### config.mk
export PLATFORM = sky130hd
export DESIGN_NAME = tsp_queue
export DESIGN_NICKNAME = d
export VERILOG_FILES = /design/src/tsp_pkg.sv /design/src/tsp_cell.sv /design/src/tsp_queue.sv
export SDC_FILE = /design/constraint.sdc
export NUM_CORES = 2
export LEC_CHECK = 0
export BUFFER_PORTS_ARGS = -buffer_cell sky130_fd_sc_hd__buf_2
export CORE_MARGIN = 2
export CORE_UTILIZATION = 57
export CTS_BUF_LIST = sky130_fd_sc_hd__clkbuf_4 sky130_fd_sc_hd__clkbuf_8
export DETAILED_ROUTE_END_ITERATION = 8
export GPL_ROUTABILITY_DRIVEN = 0
export HOLD_SLACK_MARGIN = 0.12
export PLACE_DENSITY = 0.78
export SYNTH_ARGS = -nofsm -noshare
export SYNTH_HDL_FRONTEND = slang
export SYNTH_HIERARCHICAL = 1
export SYNTH_SLANG_ARGS = --single-unit
### constraint.sdc
create_clock -name clk -period 5.56 [get_ports clk]
set_clock_uncertainty 0.2 [all_clocks]
set_input_delay 0 -clock clk [delete_from_list [all_inputs] [get_ports clk]]
set_output_delay 0 -clock clk [all_outputs]
set_load 0.1 [all_outputs]
### src/tsp_pkg.sv
// Shared types, codes and defaults for the two-stream timestamp pairer.
`default_nettype none
package tsp_pkg;

  localparam int DEF_QUEUE_DEPTH = 8;

  localparam logic [1:0] ACT_PUSH = 2'd0;
  localparam logic [1:0] ACT_POP  = 2'd1;
  localparam logic [1:0] ACT_TICK = 2'd2;

  localparam logic [2:0] KIND_PUSH_OK   = 3'd0;
  localparam logic [2:0] KIND_PUSH_DROP = 3'd1;
  localparam logic [2:0] KIND_POP_NONE  = 3'd2;
  localparam logic [2:0] KIND_PAIRED    = 3'd3;
  localparam logic [2:0] KIND_SINGLE    = 3'd4;

  localparam logic [1:0] REG_TOLERANCE = 2'd0;
  localparam logic [1:0] REG_HOLD      = 2'd1;
  localparam logic [1:0] REG_LIMIT     = 2'd2;

  localparam logic [63:0] RST_TOLERANCE = 64'd5000000;
  localparam logic [31:0] RST_HOLD      = 32'd100;
  localparam logic [3:0]  RST_LIMIT     = 4'd8;

  typedef struct packed {
    logic [63:0] timestamp;
    logic [63:0] host_recv;
    logic [31:0] frame_ident;
    logic [31:0] frame_bytes;
    logic [31:0] arrival_tick;
  } entry_t;

  typedef struct packed {
    logic push;
    logic drop;
  } q_op_t;

endpackage
`default_nettype wire

### src/tsp_cell.sv
// One queue cell: holds a descriptor, shifts toward the head or loads a new one.
`default_nettype none
module tsp_cell (
  input  wire             clk,
  input  wire             shift,
  input  wire             load,
  input  tsp_pkg::entry_t din,
  input  tsp_pkg::entry_t nb,
  output tsp_pkg::entry_t q
);
  import tsp_pkg::*;

  entry_t q_r;

  always_ff @(posedge clk) begin
    if (load) begin
      q_r <= din;
    end else if (shift) begin
      q_r <= nb;
    end
  end

  assign q = q_r;
endmodule
`default_nettype wire

### src/tsp_queue.sv
// Per-stream descriptor queue built as a shifting chain of cells, head at cell 0.
`default_nettype none
module tsp_queue #(
  parameter int QUEUE_DEPTH = tsp_pkg::DEF_QUEUE_DEPTH,
  parameter int CW = $clog2(QUEUE_DEPTH + 1)
) (
  input  wire             clk,
  input  wire             rst_n,
  input  tsp_pkg::q_op_t  op,
  input  tsp_pkg::entry_t din,
  output tsp_pkg::entry_t head,
  output logic [CW-1:0]   count
);
  import tsp_pkg::*;

  logic [CW-1:0] cnt_r, cnt_nxt, wpos;
  entry_t        cq [QUEUE_DEPTH];

  assign wpos    = op.drop ? cnt_r - CW'(1) : cnt_r;
  assign cnt_nxt = cnt_r + CW'(op.push) - CW'(op.drop);

  always_ff @(posedge clk) begin
    if (!rst_n) begin
      cnt_r <= '0;
    end else begin
      cnt_r <= cnt_nxt;
    end
  end

  for (genvar i = 0; i < QUEUE_DEPTH; i++) begin : g_cell
    entry_t nb_w;
    if (i == QUEUE_DEPTH - 1) begin : g_end
      assign nb_w = cq[i];
    end else begin : g_mid
      assign nb_w = cq[i+1];
    end
    tsp_cell u_cell (
      .clk   (clk),
      .shift (op.drop),
      .load  (op.push && (wpos == CW'(i))),
      .din   (din),
      .nb    (nb_w),
      .q     (cq[i])
    );
  end

  assign head  = cq[0];
  assign count = cnt_r;
endmodule
`default_nettype wire

### Yosys cells after proc, flatten, opt, wreduce, memory -nomap -nowiden

Cells that the tools add are included.

| operators by class | value |
|---|---|
| equality and inequality tests | 7 |
| mux-type cells | 15 |
| reduce and logical (&&, ||, !) cells | 16 |
| add/sub/neg operators | 3 |

Operators with widths:

| kind | number |
|---|---|
| two-way mux 224 bit | 14 |
| == test 4 x 3 -> 1 bit, second input constant | 4 |
| nonzero test 2 bit | 7 |
| == test 4 x 2 -> 1 bit, second input constant | 2 |
| logical AND 1 bit | 8 |
| adder 4 x 1 -> 4 bit | 1 |
| == test 4 x 1 -> 1 bit, second input constant | 1 |
| zero test 4 bit | 1 |
| two-way mux 4 bit | 1 |
| subtractor 4 x 1 -> 4 bit | 1 |
| subtractor 4 x 1 -> 4 bit, second input constant | 1 |

| storage, ports and cells | value |
|---|---|
| logic and storage cells | 82 |
| bits of input ports | 228 |
| output and inout port bits | 228 |
| register bits after elaboration | 1796 |

### Longest topological paths before layout

| logic depth | value |
|---|---|
| depth in word-level cells | 5 |
| gate-level depth with buffers | 11 |
| gate-level depth less buffers | 8 |

### By module

Netlist, hierarchy kept.

Modules (own cells, without submodules):

| module | seq. area each (µm²) | cells each | area an instance (µm²) | instances |
|---|---|---|---|---|
| tsp_cell | 6726.5 | 474 | 10052.1 | 8 |
| tsp_queue | 80.1 | 52 | 414.1 | 1 |

### Worst setup path after synthesis

Ideal clock, no wire load.

| path | value |
|---|---|
| path kind | register to register |
| start | register cnt_r[1] (netlist: count[1]) |
| end | register g_cell[0].u_cell.q_r, in the netlist g_cell[0].u_cell/q[0] (enable) |
| path slack | -616 ps |
| required time | 4868 ps |
| cell stages (with the launch flop) | 11 |
| clock period less this slack | 6176 ps |
| path buffers | 3 |
| data arrival time | 5484 ps |
| cell sequence | dfxtp_1 inv_1 ha_1 inv_1 o22a_1 o22a_1 nor3_1 buf_6 buf_6 buf_6 or2_2 |

| on the way | value |
|---|---|
| longest elaborated chain between the ends | 5 |

RTL lines:

| item | RTL line | RTL |
|---|---|---|
| start: declaration | tsp_queue.sv:16 | `logic [CW-1:0] cnt_r, cnt_nxt, wpos;` |
| start signal: assignment | tsp_queue.sv:26 | `cnt_r <= cnt_nxt;` |
| subtractor 4 x 1 -> 4 bit | tsp_queue.sv:19 | `assign wpos = op.drop ? cnt_r - CW'(1) : cnt_r;` |
| two-way mux 4 bit * | tsp_queue.sv:19 |  |
| zero test 4 bit * | tsp_queue.sv:40 | `.load (op.push && (wpos == CW'(i))),` |
| logical AND 1 bit * | tsp_queue.sv:40 |  |
| nonzero test 2 bit (no source line) * | -- |  |
| end signal: assignment | tsp_cell.sv:17 | `q_r <= din;` |
| end signal: assignment | tsp_cell.sv:19 | `q_r <= nb;` |
| end: declaration | tsp_cell.sv:13 | `entry_t q_r;` |

Every way passes the cells marked *; elsewhere a longest branch is shown, timed or not.
A chain may end at the register's enable or synchronous reset.

### Final worst setup path

| path | value |
|---|---|
| start | register cnt_r[2] (netlist: count[2]) |
| end | register g_cell[2].u_cell.q_r, in the netlist g_cell[2].u_cell/q[171] (data pin) |

| on the way | value |
|---|---|
| longest elaborated chain between the ends | 5 |

RTL lines:

| item | RTL line | RTL |
|---|---|---|
| subtractor 4 x 1 -> 4 bit | tsp_queue.sv:19 |  |
| two-way mux 4 bit * | tsp_queue.sv:19 |  |
| == test 4 x 2 -> 1 bit * | tsp_queue.sv:40 |  |
| logical AND 1 bit * | tsp_queue.sv:40 |  |
| two-way mux 224 bit * | tsp_cell.sv:16 | `if (load) begin` |
| end signal: assignment | tsp_cell.sv:17 |  |
| end signal: assignment | tsp_cell.sv:19 |  |
| end: declaration | tsp_cell.sv:13 |  |

Marks and branches as above.

==> out/metrics.yaml <==
status:
  status: "completed"
finish:
  finalNetCount: 5171
  areaGrowthSynthToFinish_pct: 17.20
  drive_gt1_share_pct: 54.22
  postLayoutCoreUtil_pct: 67.16
yosys:
  ys_types: 29
  ys.flop_type: "edfxtp_1"
  synth.ff_latch_count: 1796
  async_reset_ff_share_pct: 0
  synth_top_area_share_pct: 66.57
  syn_area_per_cell_um2: 21.03
  seq_area_frac_synth_pct: 66.67
  synth.area.top_cells: "edfxtp_1, mux2_4, mux2_2"
  syn-num-nets: 4080
  synth_largest_area_cell: "edfxtp_1"
  synth_edf_count: 1792
  syn_inst: 3844
  mappedNetlistArea_mm2: 0.08083
  yosysWarnings: 6
setup_path:
  path_class: "reg2reg"
  cp.required_ns: 6.05
  end_kind: "flip-flop"
  worstPathArrival_ns: 4.59
  worstSetupStartpointType: "flip-flop"
  crit_fanout: 78
placement:
  io_buffer_count: 455
  dp_hpwl_mm: 90.68
run:
  drv_cap: 0
global_route:
  grtUsageTotal_pct: 23.12
  grt_pass1_vias: 42000
  overflow: 0
  grt_max_degree: 119
  grt_pass1_wl_mm: 256.1
  antenna_found_initial: 1
sta:
  hold_viol: 0
  tightest_slew_ns: 1.437
  slew_headroom_pct: 4.181
  fin_setup_tns_ns: 0
  layout_min_cycle_time_ns: 4.095
  setup_viol: 0
  rsz0062_at_grt: "no"
  timing.final.max_slew_violations: 0
  max_freq_mhz: 244.2
  period_share_pct: 73.64
detailed_routing:
  antenna_left: 0
  first_pass_iters: 8
  post_drt_via_cell_ratio: 5.649
  finalWirelength_mm: 169.4
  vias: 39600
  wl_per_cell_um: 24.17
  drc: 0
  drtIter0Drc: 2958
power_and_ir_drop:
  power_density_mw_per_mm2: 423.6
  clkPwrFrac_pct: 27.5
  cellLeakagePower_nw: 35.25
  combPwrFrac_pct: 24.7
  peakVddDrop_v: 0.0002991
  seqPwrFrac_pct: 47.9
  internal_power_mw: 28.75
  switching_share_pct: 28.37
  power.switching_mw: 11.38
floorplan:
  die_area_mm2: 0.1448
  die_width_um: 380.6
  rows: 138
  die_y_um: 380.6
  fp.coreArea_mm2: 0.1411
  ios: 456
  start_util_pct: 57.30
clock_tree:
  path_clk_slew_ns: 0.06
  cts_tree: "built"
  cts_made_buffers: 308
  clockBufferDepth: 4
  insertion_delay_ns: 1.00
  cts_root_buf: "clkbuf_8"
  htreeDepth: 5
  cts.sinks: 1796
  post_cts_resized: 0
worst_hold_path:
  hold_path_class: "in2reg"
-- area by class of cell --
cell class	instances	area (um2)
clock buffers	416	5081
repair buffers	982	7903
fillers	8889	46330
diodes	1	2.502
multi-input cells	1841	25070
inverters	6	22.52
flip-flops and latches	1796	53890
clock inverters	79	401.6
well taps	1890	2365
-- kinds of logic (layout without fill, tap and decap cells) --
kind of cell / Yosys count / in the layout / synth area share [%]
adders and majority gates: 8 / 8 / 0.1331
DFF: 1796 / 1796 / 66.67
buffers and inverters: 207 / 1483 / 2.390
and+or+nand+nor: 28 / 28 / 0.1951
xor gates and xnor gates: 2 / 2 / 0.02167
AOI/OAI and AO/OA: 11 / 11 / 0.08823
muxes: 1792 / 1792 / 30.50
other: 0 / 1 / 0
-- worst max-delay path, stage by stage, from the launching register on --
cell and delay (ns):
dfxtp_1 0.51, inv_1 0.17, ha_1 0.21, nand2_1 0.07, and4_2 0.23, o21ai_1 0.24, nor3_2 0.38, buf_12 0.54
buf_4 0.67, mux2_4 0.36
-- cells in the mapped netlist, types with 2 or more instances --
| cell | instances |
|---|---|
| inv_1 | 6 |
| ha_1 | 7 |
| mux2_2 | 600 |
| nor2_1 | 2 |
| or2_2 | 8 |
| o22a_1 | 2 |
| xnor2_1 | 2 |
| buf_6 | 144 |
| edfxtp_1 | 1792 |
| o21ai_0 | 3 |
| nand2_1 | 2 |
| dfxtp_1 | 4 |
| buf_2 | 56 |
| nor3_1 | 8 |
| and2_1 | 3 |
| mux2_4 | 1192 |
-- metal layers --
layer	share of wire [%]	global-route usage, %	vias up
li1	-	-	17410
met1	43	30.89	20610
met2	48	37.59	1243
met3	5.2	4.383	340
met4	3.4	9.157	0
met5	0	0	-
-- sequential cells by signal, indices dropped and copies added, names as in the netlist --
name / cells
count: 4
g_cell.u_cell/q: 1792
-- worst paths after layout --
check,depth (start not counted),to,from,slack (ns)
setup / recovery,9,g_cell[2].u_cell/q[171]$_DFFE_PP_,count[2]$_SDFF_PN0_,1.47
hold / removal,4,count[3]$_SDFF_PN0_,rst_n,0.26
setup reg to reg,9,g_cell[2].u_cell/q[171]$_DFFE_PP_,count[2]$_SDFF_PN0_,1.47
hold reg to reg,1,g_cell[2].u_cell/q[195]$_DFFE_PP_,g_cell[3].u_cell/q[195]$_DFFE_PP_,0.29
-- cells in the final DEF, fill, tap and decap left out, types with 28 or more instances in the layout --
cell type / netlist / final
buf_4: 1 / 28
dlygate4sd3_1: 0 / 457
clkbuf_8: 0 / 313
buf_12: 0 / 42
clkbuf_4: 0 / 103
edfxtp_1: 1792 / 1792
buf_2: 56 / 455
mux2_4: 1192 / 1192
mux2_2: 600 / 600
clkinv_1: 0 / 53
-- power by group through the flow --
stage / Combinational (mW) / Clock (mW) / Sequential (mW)
CTS: 9.86 / 11.3 / 19.2
global route: 10.3 / 11.9 / 19.4
floorplan: 5.40 / 0 / 21.7
global placement: 9.35 / 0 / 19.3
finish: 9.89 / 11.0 / 19.2
detailed placement: 9.55 / 0 / 19.4
-- stage by stage --
stage	power [mW]	cells	instance area (um2)	setup WS, ns	hold WS [ns]
final	40.13	7011	94730	1.465	0.2600
after floorplan	27.10	3844	80850	0.5167	-0.07829
after detailed placement	28.98	6058	84680	1.621	0.05173
after global placement	28.70	6058	84680	1.693	0.03987
after CTS	40.33	7010	94730	1.542	0.1290
after global routing	41.59	7011	94730	1.345	0.2538
-- repair_timing --
item                        CTS  global route
hold endpoints to repair   2622             0
setup buffers                 0             0
hold buffers                457             0
setup endpoints to repair     0             0
(Power assumes the default switching activity.)
